`src/sv/ltes_pkg.sv`:
```
// shared constants, codes and controller/datapath interface types
package ltes_pkg;

  localparam int NUM_TRACKS       = 4;
  localparam int EVENTS_PER_TRACK = 64;
  localparam int TRK_W            = 2;
  localparam int SLOT_W           = 6;
  localparam int CNT_W            = 7;
  localparam int ADDR_W           = TRK_W + SLOT_W;
  localparam int TIME_W           = 48;
  localparam int LEN_W            = 32;
  localparam int TAG_W            = 16;
  localparam int ACT_W            = 4;

  localparam logic [ACT_W-1:0] ACT_LOAD      = 4'd0;
  localparam logic [ACT_W-1:0] ACT_LENGTH    = 4'd1;
  localparam logic [ACT_W-1:0] ACT_RESTART   = 4'd2;
  localparam logic [ACT_W-1:0] ACT_START_ALL = 4'd3;
  localparam logic [ACT_W-1:0] ACT_STOP_ALL  = 4'd4;
  localparam logic [ACT_W-1:0] ACT_START     = 4'd5;
  localparam logic [ACT_W-1:0] ACT_STOP      = 4'd6;
  localparam logic [ACT_W-1:0] ACT_RESET     = 4'd7;
  localparam logic [ACT_W-1:0] ACT_ADVANCE   = 4'd8;
  localparam logic [ACT_W-1:0] ACT_POLL      = 4'd9;

  localparam logic [1:0] CFG_AUTO_MASK = 2'd0;
  localparam logic [1:0] CFG_MAX_WAIT  = 2'd1;

  typedef struct packed {
    logic              latch;
    logic              exec;
    logic              rst_init;
    logic              div_start;
    logic              rd;
    logic              rd_scan;
    logic              set_cursor;
    logic              cursor_zero;
    logic              fire;
    logic              wait_eval;
    logic              out_load;
    logic [TRK_W-1:0]  trk;
    logic [SLOT_W-1:0] scan;
  } ltes_cmd_t;

  typedef struct packed {
    logic [ACT_W-1:0] act;
    logic             div_busy;
    logic             eligible;
    logic             hit;
    logic             scan_ge;
    logic [CNT_W-1:0] count;
    logic             out_free;
  } ltes_sts_t;

endpackage

```
`src/sv/ltes_ctrl.sv`:
```
// sequencer for actions, restart scan, poll and wait passes
module ltes_ctrl import ltes_pkg::*; (
  input  logic      clk,
  input  logic      rst,
  input  logic      in_valid,
  output logic      in_ready,
  input  ltes_sts_t sts,
  output ltes_cmd_t cmd
);

  typedef enum logic [3:0] {
    S_IDLE, S_EXEC, S_RINIT, S_RDIV, S_RWAIT, S_RRD, S_RCMP,
    S_CHK, S_DWAIT, S_EVAL, S_FIN
  } state_t;

  state_t            state;
  logic [TRK_W-1:0]  trk;
  logic [SLOT_W-1:0] scan;
  logic              phase_poll;
  logic              last_trk;
  logic [CNT_W-1:0]  scan_inc;

  assign last_trk = trk == TRK_W'(NUM_TRACKS - 1);
  assign scan_inc = {1'b0, scan} + 1'b1;
  assign in_ready = state == S_IDLE;

  always_comb begin
    cmd             = '0;
    cmd.trk         = trk;
    cmd.scan        = scan;
    cmd.latch       = (state == S_IDLE) && in_valid;
    cmd.exec        = state == S_EXEC;
    cmd.rst_init    = state == S_RINIT;
    cmd.div_start   = (state == S_RDIV) || ((state == S_CHK) && sts.eligible);
    cmd.rd          = (state == S_RRD) || ((state == S_CHK) && sts.eligible);
    cmd.rd_scan     = state == S_RRD;
    cmd.fire        = (state == S_EVAL) && phase_poll && sts.hit;
    cmd.wait_eval   = (state == S_EVAL) && !phase_poll;
    cmd.out_load    = (state == S_FIN) && sts.out_free;
    case (state)
      S_RWAIT: begin
        if (!sts.div_busy && sts.count == '0) begin
          cmd.set_cursor  = 1'b1;
          cmd.cursor_zero = 1'b1;
        end
      end
      S_RCMP: begin
        if (sts.scan_ge) begin
          cmd.set_cursor = 1'b1;
        end else if (scan_inc >= sts.count) begin
          cmd.set_cursor  = 1'b1;
          cmd.cursor_zero = 1'b1;
        end
      end
      default: ;
    endcase
  end

  always_ff @(posedge clk) begin
    if (rst) begin
      state      <= S_IDLE;
      trk        <= '0;
      scan       <= '0;
      phase_poll <= 1'b0;
    end else begin
      case (state)
        S_IDLE: begin
          if (in_valid) state <= S_EXEC;
        end
        S_EXEC: begin
          trk        <= '0;
          phase_poll <= sts.act == ACT_POLL;
          if (sts.act == ACT_RESTART) state <= S_RINIT;
          else                        state <= S_CHK;
        end
        S_RINIT: state <= S_RDIV;
        S_RDIV:  state <= S_RWAIT;
        S_RWAIT: begin
          if (!sts.div_busy) begin
            scan <= '0;
            if (sts.count == '0) begin
              if (last_trk) begin
                trk   <= '0;
                state <= S_CHK;
              end else begin
                trk   <= trk + 1'b1;
                state <= S_RDIV;
              end
            end else begin
              state <= S_RRD;
            end
          end
        end
        S_RRD: state <= S_RCMP;
        S_RCMP: begin
          if (sts.scan_ge || scan_inc >= sts.count) begin
            if (last_trk) begin
              trk   <= '0;
              state <= S_CHK;
            end else begin
              trk   <= trk + 1'b1;
              state <= S_RDIV;
            end
          end else begin
            scan  <= scan_inc[SLOT_W-1:0];
            state <= S_RRD;
          end
        end
        S_CHK: begin
          if (sts.eligible) begin
            state <= S_DWAIT;
          end else if (last_trk) begin
            trk <= '0;
            if (phase_poll) phase_poll <= 1'b0;
            else            state      <= S_FIN;
          end else begin
            trk <= trk + 1'b1;
          end
        end
        S_DWAIT: begin
          if (!sts.div_busy) state <= S_EVAL;
        end
        S_EVAL: begin
          state <= S_CHK;
          if (phase_poll && sts.hit) begin
            trk        <= '0;
            phase_poll <= 1'b0;
          end else if (last_trk) begin
            trk <= '0;
            if (phase_poll) phase_poll <= 1'b0;
            else            state      <= S_FIN;
          end else begin
            trk <= trk + 1'b1;
          end
        end
        S_FIN: begin
          if (sts.out_free) state <= S_IDLE;
        end
        default: state <= S_IDLE;
      endcase
    end
  end

endmodule

```
`config.mk`:
```
export PLATFORM = sky130hd
export DESIGN_NAME = ltes_ctrl
export DESIGN_NICKNAME = d
export VERILOG_FILES = /design/src/sv/ltes_pkg.sv /design/src/sv/ltes_ctrl.sv
export SDC_FILE = /design/constraint.sdc
export NUM_CORES = 1
export LEC_CHECK = 0
export ABC_AREA = 1
export BUFFER_PORTS_ARGS = -buffer_cell sky130_fd_sc_hd__buf_2
export CORE_UTILIZATION = 50
export DETAILED_ROUTE_END_ITERATION = 16
export PLACE_DENSITY = 0.77
export SLEW_MARGIN = 20
export SYNTH_ARGS = -nofsm -noshare
export SYNTH_HDL_FRONTEND = slang
export SYNTH_SLANG_ARGS = --single-unit
```
`constraint.sdc`:
```
create_clock -name clk -period 2.7 [get_ports clk]
set_input_delay 0.135 -clock clk [delete_from_list [all_inputs] [get_ports clk]]
set_output_delay 0.135 -clock clk [all_outputs]
set_load 0.03 [all_outputs]
```
==> impl_metrics.env <==
export IMPL_hpwlAfterDp_um=2590
export IMPL_drt_pass1_iter_count=4
export IMPL_yosysSeqAreaShare_pct=19.2
export IMPL_num_rows=18
export IMPL_p_leak_uw=0.000977
export IMPL_ys_types=27
export IMPL_synth_adder_area_share_pct=8.31
export IMPL_crit_buf_inv=3
export IMPL_fin_skew_ns=0.00597
export IMPL_antenna_diode_count=0
export IMPL_cp_start_kind="register"
export IMPL_path_class="register to output pin"
export IMPL_fmax_ghz=0.404
export IMPL_yosys_warnings=0
export IMPL_synth_top_cell_area_share_pct=19.2
export IMPL_avgSynthCellArea_um2=5.82
export IMPL_slew_viol_final=0
export IMPL_grt_max_degree=11
export IMPL_synth_compound_area_share_pct=9.05
export IMPL_path_cells="ha_1 -> nand2_1 -> inv_1 -> nand3_1 -> nand2_1 -> inv_1 -> ha_1 -> nand2_1 -> nand2_1 -> a21oi_2 -> nand3_1 -> nand2_1 -> nand2_1 -> buf_2"
export IMPL_grt_antenna_before_repair=0
export IMPL_final_setup_viol_count=0
export IMPL_postRouteAntennaNets=0
export IMPL_grt_pass1_vias=1177
export IMPL_cap_violations=0
export IMPL_power_density_nw_per_um2=700
export IMPL_tritoncts="done"
export IMPL_required_ns=2.57
export IMPL_r2r_cells=15
export IMPL_syn_area_um2=1360
export IMPL_drive_above_1_share_pct=23.4
export IMPL_setup_ws_ns=0.226
export IMPL_grt_remaining_overflow=0
export IMPL_finalCritPeriodShare_pct=91.6
export IMPL_synth_top_family_by_area="simple AND/OR/NAND/NOR gates"
export IMPL_synth_top_cell_by_area="dfxtp_1"
export IMPL_route_vias_total=1516
export IMPL_synth_xor_area_share_pct=1.29
export IMPL_clk_latency_ns=0.28
export IMPL_via_per_inst=4.99
export IMPL_hold_viol=0
export IMPL_worstPathArrival_ns=2.34
export IMPL_core_area_um2=2520
export IMPL_ioPinCount=39
export IMPL_postSynthCellCount=233
export IMPL_layout_min_cycle_time_ns=2.47
export IMPL_drtIter0Drc=60
export IMPL_whs_path_depth=2
export IMPL_slowest_delay_ns=0.41
export IMPL_cp_top_family="simple AND/OR/NAND/NOR gates"
export IMPL_worst_setup_path_end_kind="output pin"
export IMPL_routed_wl_um=3140
export IMPL_worstSetupPathDepth=14
export IMPL_cp_slowest_cell="dfxtp_1"
export IMPL_fin_setup_tns_ns=0
export IMPL_grt_pass1_wl_um=4770
export IMPL_cts_hold_buf=0
export IMPL_status="complete, no violations"
export IMPL_dieArea_um2=2920
export IMPL_nets=303
export IMPL_gp_congestion=0.803
export IMPL_clk_pin_slew_ns=0.08
export IMPL_synth_mux_area_share_pct=0
export IMPL_synth_simple_area_share_pct=49.7
export IMPL_syn_to_final_growth_pct=18.5
export IMPL_clock_sinks=13
export IMPL_synth_area_top_cells="dfxtp_1 19%, nand2_1 19%, inv_1 10%, nor2_1 10%, ha_1 8.3%"
export IMPL_initial_utilization_pct=53.7
export IMPL_post_place_ws_ns=0.383
export IMPL_tightest_slew_ns=0.322
export IMPL_cts_root_buf="clkbuf_4"
export IMPL_crit_top_cell="nand2_1"
export IMPL_track_usage_pct=22.8
export IMPL_drc=0
export IMPL_fp_dieW_um=54.1
export IMPL_cts_buffers=3
export IMPL_die_height_um=54.1
export IMPL_rsz0062_at_grt="no"
export IMPL_port_buffers=38
export IMPL_cts_buffer_depth=2
export IMPL_wire_per_inst_um=10.3
export IMPL_ys_seq_elements=13
export IMPL_fillers=272
export IMPL_slew_headroom_pct=78.5
export IMPL_peakVddDrop_mv=0.558
export IMPL_min_path_type="primary input to register"
export IMPL_synth_nets=261
export IMPL_post_cts_buffers=0
export IMPL_h_tree_depth=1
export IMPL_worstPathMaxFanout=6
synth_stat cells:
master,number
nor3_1,3
ha_1,9
inv_2,6
dfxtp_1,13
or2_2,1
nor2_2,3
nand3_2,1
nand2_1,69
nor2_4,2
nand3_1,15
a21oi_1,12
nor4_1,1
nand4_1,2
nand2_2,2
nand3_4,2
xor2_1,2
o21ai_2,1
nor2_1,37
inv_1,37
o31ai_1,1
nand2_4,3
nor2_8,1
buf_4,1
nand3b_1,1
o211ai_1,2
o21ai_0,5
a31oi_1,1
layout make-up:
cell class / count / area, µm² / share of cell area, %
sequential: 13 / 260 / 16.2
inverter: 43 / 161 / 10.1
timing repair buffer: 38 / 190 / 11.8
tap: 30 / 37.5 / 2.34
clock buffer: 4 / 26.3 / 1.64
multi-input combinational: 176 / 930 / 57.9
per-stage QoR:
stage | hold WS [ns] | area (µm²) | utilization, % | std cells | power (µW)
final | 0.152 | 1610 | 63.6 | 304 | 1120
after CTS | 0.145 | 1600 | 63.5 | 304 | 1120
after detailed placement | 0.440 | 1580 | 62.5 | 300 | 999
after floorplan | 0.353 | 1360 | - | 233 | 836
after global placement | 0.448 | 1580 | 62.5 | 300 | 995
after global routing | 0.154 | 1610 | 63.6 | 304 | 1230
routing by layer:
metal | global-route usage [%] | vias up | routed length (µm)
li1 | - | 813 | -
met1 | 32.0 | 656 | 1640
met2 | 35.8 | 45 | 1300
met3 | 4.24 | 2 | 179
met4 | 5.13 | 0 | 16
met5 | 0 | - | 0
final timing paths:
check / from / to / slack [ns]
hold / removal: rst / scan[3]$_SDFFE_PP0P_ / 0.15
setup reg to reg: scan[0]$_SDFFE_PP0P_ / scan[5]$_SDFFE_PP0P_ / 0.46
hold reg to reg: scan[1]$_SDFFE_PP0P_ / scan[1]$_SDFFE_PP0P_ / 0.51
setup / recovery: scan[0]$_SDFFE_PP0P_ / cmd[12] / 0.23
worst register-to-register path, stage by stage, from the launching register on:
cell and delay (ns):
dfxtp_1 0.41, ha_1 0.20, nand2_1 0.07, inv_1 0.09, nand3_1 0.09, nand2_1 0.11, inv_1 0.05, ha_1 0.28
nand2_1 0.06, nand2_1 0.07, a21oi_2 0.22, nand3_4 0.14, nand2_4 0.12, nand2_4 0.07, nor2_1 0.11, nor2_1 0.05
sequential cells by signal, summed over array words and instances, names as in the netlist:
| signal | cells |
|---|---|
| phase_poll | 1 |
| scan | 6 |
| state | 4 |
| trk | 2 |
placed cells by master, fill, tap and decap left out:
| cell type | instances |
|---|---|
| a31oi_1 | 1 |
| a21oi_1 | 11 |
| nand3_4 | 2 |
| o31ai_1 | 1 |
| ha_1 | 9 |
| nand2_2 | 2 |
| or2_2 | 1 |
| clkbuf_1 | 1 |
| nor2_4 | 2 |
| o211ai_1 | 2 |
| nand3b_1 | 1 |
| o21ai_2 | 1 |
| inv_1 | 37 |
| a21oi_2 | 1 |
| nor3_1 | 3 |
| nand2_4 | 3 |
| nor2_2 | 3 |
| xor2_1 | 2 |
| nor4_1 | 1 |
| clkbuf_4 | 3 |
| nand3_2 | 1 |
| nand4_1 | 2 |
| inv_2 | 6 |
| nor2_1 | 37 |
| o21ai_0 | 5 |
| nor2_8 | 1 |
| buf_2 | 38 |
| nand2_1 | 69 |
| nand3_1 | 15 |
| dfxtp_1 | 13 |
what timing repair did:
action / in CTS / in global routing
endpoints found under the hold margin: 0 / 0
gates resized for setup: 0 / 1
endpoints found under the setup margin: 0 / 2
power breakdown:
part	internal [µW]	switching (µW)
logic	220	472
clock network	57.2	64.0
registers	239	70.8
total	516	607
cells by family (layout without fill, tap and decap cells):
family / after synthesis / in the layout
AO/OA/AOI/OAI: 22 / 22
XOR/XNOR: 2 / 2
adder cells (fa/ha/maj): 9 / 9
buffers and inverters: 44 / 85
flip-flops: 13 / 13
AND/OR/NAND/NOR: 143 / 143
(Power assumes the default switching activity.)
